`src/hdl/hhdd_pkg.sv`:
```
// shared types, codes and constants for the heading hold differential drive block
package hhdd_pkg;

    // heading in whole degrees
    typedef logic signed [8:0]  t_heading;
    // Q8.8 gain
    typedef logic signed [15:0] t_gain;
    // clamp on the error sum
    typedef logic        [14:0] t_limit;
    // unsigned speed or pwm magnitude
    typedef logic        [7:0]  t_speed;
    // accumulated heading error
    typedef logic signed [15:0] t_esum;
    // error difference between ticks
    typedef logic signed [9:0]  t_delta;
    // motor speed before saturation
    typedef logic signed [26:0] t_raw_speed;

    typedef enum logic [1:0] {
        DIR_STOP = 2'd0,
        DIR_FWD  = 2'd1,
        DIR_REV  = 2'd2
    } t_dir;

    typedef enum logic [2:0] {
        CFG_PROP_GAIN      = 3'd0,
        CFG_INTEG_GAIN     = 3'd1,
        CFG_DERIV_GAIN     = 3'd2,
        CFG_INTEGRAL_LIMIT = 3'd3,
        CFG_MIN_SPEED      = 3'd4,
        CFG_BASE_SPEED     = 3'd5
    } t_cfg_idx;

    typedef struct packed {
        t_speed pwm;
        t_dir   dir;
    } t_motor_cmd;

    localparam t_speed     MIN_SPEED_RESET  = 8'd10;
    localparam t_speed     BASE_SPEED_RESET = 8'd200;
    localparam t_raw_speed SPEED_FULL       = 27'sd255;

endpackage

```
`src/hdl/hhdd_if.sv`:
```
// handshake channels: control tick in, motor word out, register writes
interface hhdd_in_if;
    logic               valid;
    logic               ready;
    logic               op;
    hhdd_pkg::t_heading heading;
    hhdd_pkg::t_heading target_heading;
    logic [3:0]         line_flags;

    modport source(output valid, op, heading, target_heading, line_flags, input ready);
    modport sink(input valid, op, heading, target_heading, line_flags, output ready);
endinterface

interface hhdd_out_if;
    logic               valid;
    logic               ready;
    hhdd_pkg::t_speed   left_pwm;
    hhdd_pkg::t_dir     left_dir;
    hhdd_pkg::t_speed   right_pwm;
    hhdd_pkg::t_dir     right_dir;
    logic               line_escape;
    hhdd_pkg::t_heading heading_error;

    modport source(output valid, left_pwm, left_dir, right_pwm, right_dir, line_escape,
                   heading_error, input ready);
    modport sink(input valid, left_pwm, left_dir, right_pwm, right_dir, line_escape,
                 heading_error, output ready);
endinterface

interface hhdd_cfg_if;
    logic        valid;
    logic        ready;
    logic [2:0]  index;
    logic [15:0] data;

    modport source(output valid, index, data, input ready);
    modport sink(input valid, index, data, output ready);
endinterface

```
`src/hdl/heading_hold_differential_drive.sv`:
```
// top level: pid heading hold with line escape for a two-motor drive
//
//  channel  | modport | word                                   | accepted when
//  ---------+---------+----------------------------------------+----------------------
//  i_in     | sink    | op, heading, target_heading, line_flags | valid & ready
//  o_out    | source  | pwm/dir per motor, escape, error        | valid & ready
//  i_cfg    | sink    | index, data (six registers)             | valid (ready held high)
//
//  four register stages: input, error/integral, products, result
//  one word in per cycle unless o_out stalls; a word passes error/integral and products into the result register
//  integral and previous error are updated as a non-escape word leaves the input stage, in order
//  each stage fills while empty even if the result register is stalled
//  synchronous active-low reset empties the pipe and loads register defaults
module heading_hold_differential_drive (
    input  logic       i_clk,
    input  logic       i_rst_n,
    hhdd_in_if.sink    i_in,
    hhdd_out_if.source o_out,
    hhdd_cfg_if.sink   i_cfg
);
    import hhdd_pkg::*;

    // configuration registers
    t_gain  r_prop_gain;
    t_gain  r_integ_gain;
    t_gain  r_deriv_gain;
    t_limit r_integral_limit;
    t_speed r_min_speed;
    t_speed r_base_speed;

    // controller state
    t_heading r_prev_err;
    t_esum    r_esum;

    // stage valids
    logic r_s1_v, r_s2_v, r_s3_v, r_out_v;

    // stage 1: accepted word
    logic       r_s1_op;
    t_heading   r_s1_head;
    t_heading   r_s1_tgt;
    logic [3:0] r_s1_flags;

    // stage 2: wrapped error, new integral, difference
    logic     r_s2_op, r_s2_esc, r_s2_fwd;
    t_heading r_s2_err;
    t_esum    r_s2_esum;
    t_delta   r_s2_d;

    // stage 3: gain products
    logic               r_s3_op, r_s3_esc, r_s3_fwd;
    t_heading           r_s3_err;
    logic signed [24:0] r_s3_pp;
    logic signed [31:0] r_s3_pi;
    logic signed [25:0] r_s3_pd;

    // result register
    t_motor_cmd r_out_left, r_out_right;
    logic       r_out_esc;
    t_heading   r_out_err;

    // flow control, each stage moves when the next one is empty or moving
    logic free_out, go3, free3, go2, free2, go1, free1;

    assign free_out = ~r_out_v | o_out.ready;
    assign go3      = r_s3_v & free_out;
    assign free3    = ~r_s3_v | go3;
    assign go2      = r_s2_v & free3;
    assign free2    = ~r_s2_v | go2;
    assign go1      = r_s1_v & free2;
    assign free1    = ~r_s1_v | go1;

    assign i_in.ready  = free1;
    assign i_cfg.ready = 1'b1;

    // stage 1 logic: error wrap, integral clamp and error difference
    logic              s1_esc;
    logic signed [11:0] wrap_sum;
    logic        [10:0] wrap_u;
    logic        [8:0]  wrap_rem;
    logic signed [9:0]  err_w;
    t_heading           n_err;
    logic signed [16:0] acc;
    logic signed [16:0] lim;
    t_esum              n_esum;
    t_delta             n_d;

    always_comb begin
        s1_esc   = |r_s1_flags;
        // heading + 540 - target is always positive and below three periods
        wrap_sum = 12'sd540 + 12'(r_s1_head) - 12'(r_s1_tgt);
        wrap_u   = wrap_sum[10:0];
        if (wrap_u >= 11'd720) begin
            wrap_rem = 9'(wrap_u - 11'd720);
        end else if (wrap_u >= 11'd360) begin
            wrap_rem = 9'(wrap_u - 11'd360);
        end else begin
            wrap_rem = wrap_u[8:0];
        end
        err_w = $signed({1'b0, wrap_rem}) - 10'sd180;
        n_err = err_w[8:0];

        // accumulate and clamp symmetrically
        acc = 17'(r_esum) + 17'(n_err);
        lim = $signed({2'b00, r_integral_limit});
        if (acc > lim) begin
            n_esum = lim[15:0];
        end else if (acc < -lim) begin
            n_esum = 16'(-lim);
        end else begin
            n_esum = acc[15:0];
        end

        n_d = 10'(n_err) - 10'(r_prev_err);
    end

    // stage 3 logic: sum, truncating shift, motor mix
    logic signed [33:0] pid_sum;
    logic signed [33:0] pid_biased;
    logic signed [25:0] pid_u;
    t_raw_speed         base_w;
    t_raw_speed         n_left, n_right;
    t_motor_cmd         left_cmd, right_cmd;

    always_comb begin
        pid_sum    = 34'(r_s3_pp) + 34'(r_s3_pi) + 34'(r_s3_pd);
        // divide by 256 rounding toward zero
        pid_biased = pid_sum[33] ? pid_sum + 34'sd255 : pid_sum;
        pid_u      = pid_biased[33:8];
        base_w     = $signed({19'd0, r_base_speed});

        if (r_s3_esc) begin
            n_left  = r_s3_fwd ? SPEED_FULL : -SPEED_FULL;
            n_right = n_left;
        end else if (r_s3_op) begin
            n_left  = base_w + 27'(pid_u);
            n_right = base_w - 27'(pid_u);
        end else begin
            n_left  = 27'(pid_u);
            n_right = -27'(pid_u);
        end
    end

    hhdd_motor_map u_left_map (
        .i_speed     (n_left),
        .i_min_speed (r_min_speed),
        .o_cmd       (left_cmd)
    );

    hhdd_motor_map u_right_map (
        .i_speed     (n_right),
        .i_min_speed (r_min_speed),
        .o_cmd       (right_cmd)
    );

    // control state and registers with reset
    always_ff @(posedge i_clk) begin
        if (!i_rst_n) begin
            r_prop_gain      <= '0;
            r_integ_gain     <= '0;
            r_deriv_gain     <= '0;
            r_integral_limit <= '0;
            r_min_speed      <= MIN_SPEED_RESET;
            r_base_speed     <= BASE_SPEED_RESET;
            r_prev_err       <= '0;
            r_esum           <= '0;
            r_s1_v           <= 1'b0;
            r_s2_v           <= 1'b0;
            r_s3_v           <= 1'b0;
            r_out_v          <= 1'b0;
        end else begin
            if (i_cfg.valid) begin
                unique case (t_cfg_idx'(i_cfg.index))
                    CFG_PROP_GAIN:      r_prop_gain      <= i_cfg.data;
                    CFG_INTEG_GAIN:     r_integ_gain     <= i_cfg.data;
                    CFG_DERIV_GAIN:     r_deriv_gain     <= i_cfg.data;
                    CFG_INTEGRAL_LIMIT: r_integral_limit <= i_cfg.data[14:0];
                    CFG_MIN_SPEED:      r_min_speed      <= i_cfg.data[7:0];
                    CFG_BASE_SPEED:     r_base_speed     <= i_cfg.data[7:0];
                    default: ;
                endcase
            end
            // pid state moves only with a non-escape word
            if (go1 && !s1_esc) begin
                r_prev_err <= n_err;
                r_esum     <= n_esum;
            end
            if (free1) begin
                r_s1_v <= i_in.valid;
            end
            if (free2) begin
                r_s2_v <= r_s1_v;
            end
            if (free3) begin
                r_s3_v <= r_s2_v;
            end
            if (free_out) begin
                r_out_v <= r_s3_v;
            end
        end
    end

    // payload path
    always_ff @(posedge i_clk) begin
        if (free1) begin
            r_s1_op    <= i_in.op;
            r_s1_head  <= i_in.heading;
            r_s1_tgt   <= i_in.target_heading;
            r_s1_flags <= i_in.line_flags;
        end
        if (free2) begin
            r_s2_op   <= r_s1_op;
            r_s2_esc  <= s1_esc;
            r_s2_fwd  <= |r_s1_flags[1:0];
            r_s2_err  <= s1_esc ? '0 : n_err;
            r_s2_esum <= n_esum;
            r_s2_d    <= n_d;
        end
        if (free3) begin
            r_s3_op  <= r_s2_op;
            r_s3_esc <= r_s2_esc;
            r_s3_fwd <= r_s2_fwd;
            r_s3_err <= r_s2_err;
            r_s3_pp  <= 25'(r_prop_gain) * 25'(r_s2_err);
            r_s3_pi  <= 32'(r_integ_gain) * 32'(r_s2_esum);
            r_s3_pd  <= 26'(r_deriv_gain) * 26'(r_s2_d);
        end
        if (free_out) begin
            r_out_left  <= left_cmd;
            r_out_right <= right_cmd;
            r_out_esc   <= r_s3_esc;
            r_out_err   <= r_s3_err;
        end
    end

    assign o_out.valid         = r_out_v;
    assign o_out.left_pwm      = r_out_left.pwm;
    assign o_out.left_dir      = r_out_left.dir;
    assign o_out.right_pwm     = r_out_right.pwm;
    assign o_out.right_dir     = r_out_right.dir;
    assign o_out.line_escape   = r_out_esc;
    assign o_out.heading_error = r_out_err;

endmodule

```
`src/hdl/hhdd_motor_map.sv`:
```
// saturates one motor speed and maps it to direction and pwm magnitude
module hhdd_motor_map (
    input  hhdd_pkg::t_raw_speed i_speed,
    input  hhdd_pkg::t_speed     i_min_speed,
    output hhdd_pkg::t_motor_cmd o_cmd
);
    import hhdd_pkg::*;

    logic signed [9:0] sat;
    logic        [9:0] mag;

    always_comb begin
        // clamp to -255..255
        if (i_speed > SPEED_FULL) begin
            sat = 10'sd255;
        end else if (i_speed < -SPEED_FULL) begin
            sat = -10'sd255;
        end else begin
            sat = i_speed[9:0];
        end
        mag = sat[9] ? 10'(-sat) : 10'(sat);

        if (mag < {2'b00, i_min_speed}) begin
            o_cmd.dir = DIR_STOP;
            o_cmd.pwm = '0;
        end else if (!sat[9]) begin
            o_cmd.dir = DIR_FWD;
            o_cmd.pwm = mag[7:0];
        end else begin
            o_cmd.dir = DIR_REV;
            o_cmd.pwm = mag[7:0];
        end
    end
endmodule
```
`src/flat_wrapper.sv`:
```
// flat-port wrapper written by rule: the top's interface ports become plain ports
module heading_hold_differential_drive_flat import hhdd_pkg::*;
  (i_clk, i_rst_n, i_in_valid, i_in_op, i_in_heading, i_in_target_heading, i_in_line_flags, i_in_ready, o_out_valid, o_out_left_pwm, o_out_left_dir, o_out_right_pwm, o_out_right_dir, o_out_line_escape, o_out_heading_error, o_out_ready, i_cfg_valid, i_cfg_index, i_cfg_data, i_cfg_ready);
  hhdd_in_if i_in_i ();
  hhdd_out_if o_out_i ();
  hhdd_cfg_if i_cfg_i ();
  input  logic i_clk;
  input  logic i_rst_n;
  input wire logic [$bits(i_in_i.valid)-1:0] i_in_valid;
  input wire logic [$bits(i_in_i.op)-1:0] i_in_op;
  input wire logic [$bits(i_in_i.heading)-1:0] i_in_heading;
  input wire logic [$bits(i_in_i.target_heading)-1:0] i_in_target_heading;
  input wire logic [$bits(i_in_i.line_flags)-1:0] i_in_line_flags;
  output wire logic [$bits(i_in_i.ready)-1:0] i_in_ready;
  output wire logic [$bits(o_out_i.valid)-1:0] o_out_valid;
  output wire logic [$bits(o_out_i.left_pwm)-1:0] o_out_left_pwm;
  output wire logic [$bits(o_out_i.left_dir)-1:0] o_out_left_dir;
  output wire logic [$bits(o_out_i.right_pwm)-1:0] o_out_right_pwm;
  output wire logic [$bits(o_out_i.right_dir)-1:0] o_out_right_dir;
  output wire logic [$bits(o_out_i.line_escape)-1:0] o_out_line_escape;
  output wire logic [$bits(o_out_i.heading_error)-1:0] o_out_heading_error;
  input wire logic [$bits(o_out_i.ready)-1:0] o_out_ready;
  input wire logic [$bits(i_cfg_i.valid)-1:0] i_cfg_valid;
  input wire logic [$bits(i_cfg_i.index)-1:0] i_cfg_index;
  input wire logic [$bits(i_cfg_i.data)-1:0] i_cfg_data;
  output wire logic [$bits(i_cfg_i.ready)-1:0] i_cfg_ready;
  assign i_in_i.valid = i_in_valid;
  assign i_in_i.op = i_in_op;
  assign i_in_i.heading = i_in_heading;
  assign i_in_i.target_heading = i_in_target_heading;
  assign i_in_i.line_flags = i_in_line_flags;
  assign i_in_ready = i_in_i.ready;
  assign o_out_valid = o_out_i.valid;
  assign o_out_left_pwm = o_out_i.left_pwm;
  assign o_out_left_dir = o_out_i.left_dir;
  assign o_out_right_pwm = o_out_i.right_pwm;
  assign o_out_right_dir = o_out_i.right_dir;
  assign o_out_line_escape = o_out_i.line_escape;
  assign o_out_heading_error = o_out_i.heading_error;
  assign o_out_i.ready = o_out_ready;
  assign i_cfg_i.valid = i_cfg_valid;
  assign i_cfg_i.index = i_cfg_index;
  assign i_cfg_i.data = i_cfg_data;
  assign i_cfg_ready = i_cfg_i.ready;
  heading_hold_differential_drive u_core (.i_clk(i_clk), .i_rst_n(i_rst_n), .i_in(i_in_i), .o_out(o_out_i), .i_cfg(i_cfg_i));
endmodule
```
`config.mk`:
```
export PLATFORM = sky130hd
export DESIGN_NAME = heading_hold_differential_drive_flat
export DESIGN_NICKNAME = d
export VERILOG_FILES = /design/src/hdl/hhdd_pkg.sv /design/src/hdl/hhdd_if.sv /design/src/hdl/heading_hold_differential_drive.sv /design/src/hdl/hhdd_motor_map.sv /design/src/flat_wrapper.sv
export SDC_FILE = /design/constraint.sdc
export NUM_CORES = 2
export LEC_CHECK = 0
export ABC_AREA = 1
export BUFFER_PORTS_ARGS = -buffer_cell sky130_fd_sc_hd__buf_2
export CAP_MARGIN = 20
export CELL_PAD_IN_SITES_DETAIL_PLACEMENT = 1
export CELL_PAD_IN_SITES_GLOBAL_PLACEMENT = 1
export CORE_UTILIZATION = 45
export DETAILED_ROUTE_END_ITERATION = 8
export PLACE_DENSITY_LB_ADDON = 0.3
export SLEW_MARGIN = 20
export SYNTH_ARGS = -nofsm -noshare
export SYNTH_HDL_FRONTEND = slang
export SYNTH_HIERARCHICAL = 1
export SYNTH_SLANG_ARGS = --single-unit
```
`constraint.sdc`:
```
create_clock -name i_clk -period 6.9 [get_ports i_clk]
set_clock_uncertainty 0.2 [all_clocks]
set_input_delay 1.035 -clock i_clk [delete_from_list [all_inputs] [get_ports i_clk]]
set_output_delay 1.035 -clock i_clk [all_outputs]
set_load 0.005 [all_outputs]
```
Word-level counts from Yosys, hierarchy flattened. Cells that the tools add are included.

Bits in registers: 294.

Add/sub/neg operators: 16. $mul: 3. Order comparisons: 10. Eq/ne operators: 5. Muxes and demuxes: 18. Bitwise logic cells: 11. Reduce and logical (&&, ||, !) cells: 11.

Operator list (count): $mux W27 (5); $mux W10 (6); $gt A27 B9 Y1 const B (2); $lt A27 B9 Y1 const B (2); $add A33 B26 Y34 (1); $add A34 B9 Y34 const B (1); $mux W34 (1); $add A25 B32 Y33 (1); $mul A16 B16 Y32 (1); $mux W16 (2); $add A9 B26 Y27 (1); $neg A26 Y27 (1); $sub A9 B26 Y27 (1); $mul A16 B10 Y26 (1); $mul A16 B9 Y25 (1); $lt A10 B8 Y1 (2); $neg A10 Y10 (2); $mux W9 (2); $sub A9 B8 Y9 const B (2); $add A16 B9 Y17 (1); $gt A17 B16 Y1 (1); $lt A17 B17 Y1 (1); $neg A15 Y17 (1); $reduce_and A2 Y1 (6); other kinds (18) (29).

Logic depth before layout (Yosys ltp).
Word-level depth: 13. Gate-level depth with buffers: 62.

Modules after synthesis. The synthesis kept the hierarchy.

By module, submodules not included: heading_hold_differential_drive (instances 1, cells each 5165, area an instance 40341.2 um2, seq. area each 7747.4 um2); hhdd_motor_map (instances 2, cells each 154, area an instance 772.0 um2, seq. area each 0.0 um2).

Worst setup path after synthesis. No wires, ideal clock.

Path kind: register -> register. Start: register u_core.r_s3_pp[1]. End: register u_core.r_out_left, in the netlist u_core/o_out.left_dir[0], data pin. Setup time: 250 ps. Data arrival time: 7027 ps. Data required time: 6450 ps. Path slack: -577 ps. Stages on the path, launching flop included: 60. Cell sequence: edfxtp_1 -> fa_1 -> ha_1 -> inv_1 -> fa_1 -> inv_1 -> nand2_1 -> nand2_1 -> nand3_1 -> nand2_2 -> nand2_1 -> nand2_1 -> nand2_1 -> nand2_1 -> nand2_2 -> nand2_4 -> inv_4 -> buf_6 -> [... 24 more ...] -> buf_6 -> nand3_1 -> inv_1 -> ha_1 -> nand2_1 -> nor2_4 -> nor2_1 -> xnor2_1 -> inv_1 -> ha_1 -> inv_1 -> nor3_1 -> a211oi_1 -> nand2_1 -> nand2_1 -> nand3_4 -> nand2_1 -> inv_1.

Longest elaborated chain between the ends: 13. Elaborated cells on any way between the ends: 15. Classes of those cells: add/sub (5); order compare (3); mux (7).

Ends and longest elaborated chain: start, declared (RTL line heading_hold_differential_drive.sv:53) `logic signed [24:0] r_s3_pp;`; start signal, assigned (RTL line heading_hold_differential_drive.sv:224) `r_s3_pp <= 25'(r_prop_gain) * 25'(r_s2_err);`; $add A25 B32 Y33 (*) (RTL line heading_hold_differential_drive.sv:126) `pid_sum = 34'(r_s3_pp) + 34'(r_s3_pi) + 34'(r_s3_pd);`; $add A33 B26 Y34 (*) (RTL line heading_hold_differential_drive.sv:126); $add A34 B9 Y34 (RTL line heading_hold_differential_drive.sv:128) `pid_biased = pid_sum[33] ? pid_sum + 34'sd255 : pid_sum;`; $mux W34 (*) (RTL line heading_hold_differential_drive.sv:128); $add A9 B26 Y27 (RTL line heading_hold_differential_drive.sv:136) `n_left = base_w + 27'(pid_u);`; $mux W27 (*) (RTL line heading_hold_differential_drive.sv:135) `end else if (r_s3_op) begin`; $mux W27 (*) (RTL line heading_hold_differential_drive.sv:132) `if (r_s3_esc) begin`; net u_core.n_left[22] (RTL line heading_hold_differential_drive.sv:122) `t_raw_speed n_left, n_right;`; $lt A27 B9 Y1 (RTL line hhdd_motor_map.sv:16) `end else if (i_speed < -SPEED_FULL) begin`; $mux W10 (RTL line hhdd_motor_map.sv:16); $mux W10 (*) (RTL line hhdd_motor_map.sv:14) `if (i_speed > SPEED_FULL) begin`; $neg A10 Y10 (RTL line hhdd_motor_map.sv:21) `mag = sat[9] ? 10'(-sat) : 10'(sat);`; $mux W10 (RTL line hhdd_motor_map.sv:21); $lt A10 B8 Y1 (RTL line hhdd_motor_map.sv:23) `if (mag < {2'b00, i_min_speed}) begin`; end signal, assigned (RTL line heading_hold_differential_drive.sv:229) `r_out_left <= left_cmd;`; end, declared (RTL line heading_hold_differential_drive.sv:58) `t_motor_cmd r_out_left, r_out_right;`.

The timed path passes the listed nets; every way through them passes the cells marked *. A chain may end at the register's enable or synchronous reset.

Worst setup path in the final report.
Start: register u_core.r_s3_pp[3]. End: register u_core.r_out_left, in the netlist u_core/o_out.left_pwm[6], data pin.

Longest elaborated chain between the ends: 13. Elaborated cells on any way between the ends: 14. Classes of those cells: add/sub (5); order compare (3); mux (6).

Ends and longest elaborated chain (RTL line): $add A25 B32 Y33 (*) (heading_hold_differential_drive.sv:126); $add A33 B26 Y34 (*) (heading_hold_differential_drive.sv:126); $add A34 B9 Y34 (heading_hold_differential_drive.sv:128); $mux W34 (*) (heading_hold_differential_drive.sv:128); $add A9 B26 Y27 (heading_hold_differential_drive.sv:136); $mux W27 (*) (heading_hold_differential_drive.sv:135); $mux W27 (*) (heading_hold_differential_drive.sv:132); net u_core.n_left[18] (heading_hold_differential_drive.sv:122); $lt A27 B9 Y1 (hhdd_motor_map.sv:16); $mux W10 (hhdd_motor_map.sv:16); $mux W10 (*) (hhdd_motor_map.sv:14); $neg A10 Y10 (hhdd_motor_map.sv:21); $mux W10 (*) (hhdd_motor_map.sv:21); $lt A10 B8 Y1 (hhdd_motor_map.sv:23).

Marks and branches as above.

==> flow_metrics.env <==
export IMPL_grt_pass1_wl_um=235000
export IMPL_fin_area_um2=52200
export IMPL_vias=39900
export IMPL_synthTopCellsByArea="fa_1 27%, edfxtp_1 13%, nand2_1 12%, inv_1 11%, ha_1 10%"
export IMPL_htree_levels=2
export IMPL_fillCellCount=11300
export IMPL_start_util_pct=45.6
export IMPL_drv_slew=0
export IMPL_max_clock_path_buffers=3
export IMPL_timing_critical_path_mode_cell="nand2_2"
export IMPL_synthMuxAreaShare_pct=0
export IMPL_crit_path_start_kind="register"
export IMPL_end_kind="register"
export IMPL_worstPathArrival_ns=8.25
export IMPL_clock_root_buffer="clkbuf_16"
export IMPL_ys_types=57
export IMPL_wl_um=161000
export IMPL_grt_util_all_layers_pct=32.0
export IMPL_slew_headroom_pct=30.1
export IMPL_synth_fp_nets=6420
export IMPL_place_congestion=0.934
export IMPL_drt_vias_per_instance=5.40
export IMPL_hold_class="reg2reg"
export IMPL_synth_ff_type="edfxtp_1"
export IMPL_synth_xor_area_share_pct=3.38
export IMPL_cts_hold_buf=0
export IMPL_syn_area_um2=41900
export IMPL_core_area_um2=91900
export IMPL_seq_area_frac_synth_pct=18.5
export IMPL_avgRoutedWirePerCell_um=21.8
export IMPL_worst_pin_slew_ns=1.05
export IMPL_hold_viol=0
export IMPL_synth_area_per_cell_um2=7.65
export IMPL_violations="negative setup slack"
export IMPL_port_buffer_count=78
export IMPL_fin_ws_ns=-1.20
export IMPL_first_global_vias=43400
export IMPL_clk_latency_ns=0.63
export IMPL_postRouteAntennaNets=0
export IMPL_rows=111
export IMPL_synthAdderAreaFrac_pct=36.9
export IMPL_drive_above_1_share_pct=22.7
export IMPL_antenna_found_initial=2
export IMPL_stdcell_count=7375
export IMPL_synth_top_family_by_area="adder cells"
export IMPL_die_width_um=307
export IMPL_clock_sinks=294
export IMPL_period_share_pct=117
export IMPL_area_growth_pct=24.5
export IMPL_ys_ff_latch=294
export IMPL_die_area_um2=94300
export IMPL_cellLeakagePower_nw=28.7
export IMPL_critPathMaxFanout=8
export IMPL_crit_type="reg2reg"
export IMPL_ir_drop_uv=409
export IMPL_clkTransAtPathRegs_ns=0.06
export IMPL_drt_iter0_markers=2190
export IMPL_cp_data_required_time_ns=7.05
export IMPL_rsz0062_at_grt="true"
export IMPL_synthSimpleGateAreaFrac_pct=22.2
export IMPL_synth_compound_gate_area_share_pct=6.04
export IMPL_dp_cells=7173
export IMPL_synth_common_cells="1357 x nand2_1, 1209 x inv_1, 558 x fa_1"
export IMPL_diodes=0
export IMPL_whs_ns=0.228
export IMPL_synth_area_leader_cell="fa_1"
export IMPL_setup_viol=52
export IMPL_overflow=0
export IMPL_postPlaceCellArea_um2=47400
export IMPL_drc=0
export IMPL_clock_fmax_mhz=123
export IMPL_grt_max_degree=88
export IMPL_post_route_util_pct=56.7
export IMPL_fin_nets=7046
export IMPL_synth_warnings=6
export IMPL_power_density_nw_per_um2=551
export IMPL_fin_crit_ns=8.10
export IMPL_die_h_um=307
export IMPL_synthCells=5473
export IMPL_synth_edff_count=186
export IMPL_tritoncts="built"
export IMPL_yosysTopAreaCellShare_pct=26.7
export IMPL_status="finished with violations"
export IMPL_hpwl_um=120000
export IMPL_synthArstFlopShare_pct=0
export IMPL_cpPeakStageDelay_ns=0.52
export IMPL_crit_path_top_delay_cell="ha_1"
export IMPL_maxCapViolations=0
export IMPL_first_pass_iters=6
export IMPL_numCtsBuffers=41
export IMPL_yosysMostFrequentCell="nand2_1"
export IMPL_pre_cts_ws_ns=-1.18
export IMPL_io_pins=80
[final cells by class]
class	count	area, um2	area share [%]
Clock inverter	25	231	0.444
Sequential cell	294	7760	14.9
Inverter	1244	4710	9.03
Tap cell	1243	1560	2.98
Clock buffer	51	1150	2.20
Timing Repair Buffer	765	5840	11.2
Multi-Input combinational cell	3753	30900	59.3
[logic make-up after synthesis]
logic type                 count (synthesis)
AOI/OAI and AO/OA                        465
xor gates and xnor gates                 160
adders and majority gates                900
buffers and inverters                   1428
DFF                                      294
other                                      1
and+or+nand+nor                         2225
[layout by cell type, fill, tap and decap left out, types with 54 or more instances in the layout]
cell and instances:
fa_1 553, nor2_1 375, buf_4 641, o21ai_0 165, nand2_1 1228, nand2_4 54
edfxtp_1 186, dfxtp_1 99, buf_2 79, ha_1 302, nand3_1 179, inv_1 1162
inv_2 66, nand2_2 112, a21oi_1 144, xor2_1 107
[state kept, by name, indices dropped and copies added (netlist names), 10 cells and up]
name and cells:
u_core/r_s3_pi 32, u_core/r_s3_pd 26, u_core/r_s3_pp 25, u_core/r_deriv_gain 16, u_core/r_esum 16, u_core/r_integ_gain 16
u_core/r_prop_gain 16, u_core/r_s2_esum 16, u_core/r_integral_limit 15, u_core/r_s2_d 10
[worst max-delay path, delay by kind of cell (launching register included)]
kind	cells	cell delay, ns
flops	1	0.42
compound gates	9	1.34
fa+ha+maj	5	1.70
xor+xnor	3	0.59
buf+inv	7	0.79
simple gates	25	2.80
[report_power, final]
| group | switching (mW) | internal [mW] | total, mW | leakage [nW] |
|---|---|---|---|---|
| combinational | 13.8 | 9.92 | 23.7 | 25.0 |
| clock | 0.946 | 1.27 | 2.22 | 0.670 |
| sequential | 0.403 | 2.41 | 2.81 | 2.99 |
[metrics by stage]
step	power, mW	setup TNS, ns
3_5_place_dp	21.4	-45.44
2_1_floorplan	12.7	-6.18
5_1_grt	30.5	-49.98
6_report	28.7	-35.95
3_3_place_gp	20.6	-31.76
4_1_cts	24.6	-17.24
[final timing paths]
path / startpoint / to / slack (ns) / cells after the start
worst max-delay path: u_core/r_s3_pp[3]$_DFFE_PP_ / u_core/o_out.left_pwm[6]$_DFFE_PP_ / -1.20 / 49
worst min register to register: u_core/r_s2_op$_DFFE_PP_ / u_core/r_s3_op$_DFFE_PP_ / 0.23 / 0
worst min-delay path: u_core/r_s2_op$_DFFE_PP_ / u_core/r_s3_op$_DFFE_PP_ / 0.23 / 0
worst max register to register: u_core/r_s3_pp[3]$_DFFE_PP_ / u_core/o_out.left_pwm[6]$_DFFE_PP_ / -1.20 / 49
[routing by layer]
metal | vias to the layer above | wire length [um] | share of wire [%] | global-route usage [%]
met5 | - | 17 | 0.011 | 0
met4 | 2 | 9630 | 6.0 | 13.9
met3 | 540 | 9030 | 5.6 | 4.71
met2 | 1329 | 80500 | 50 | 57.4
met1 | 20200 | 61800 | 38 | 38.0
li1 | 17800 | - | - | -
[repair_timing]
item                                    CTS  global route
gates resized for setup                 146           427
endpoints found under the setup margin   55            65
cloned                                    2             0
setup buffers                            39            89
pin swaps                                59           186
Power figures use the tool's default switching activity.
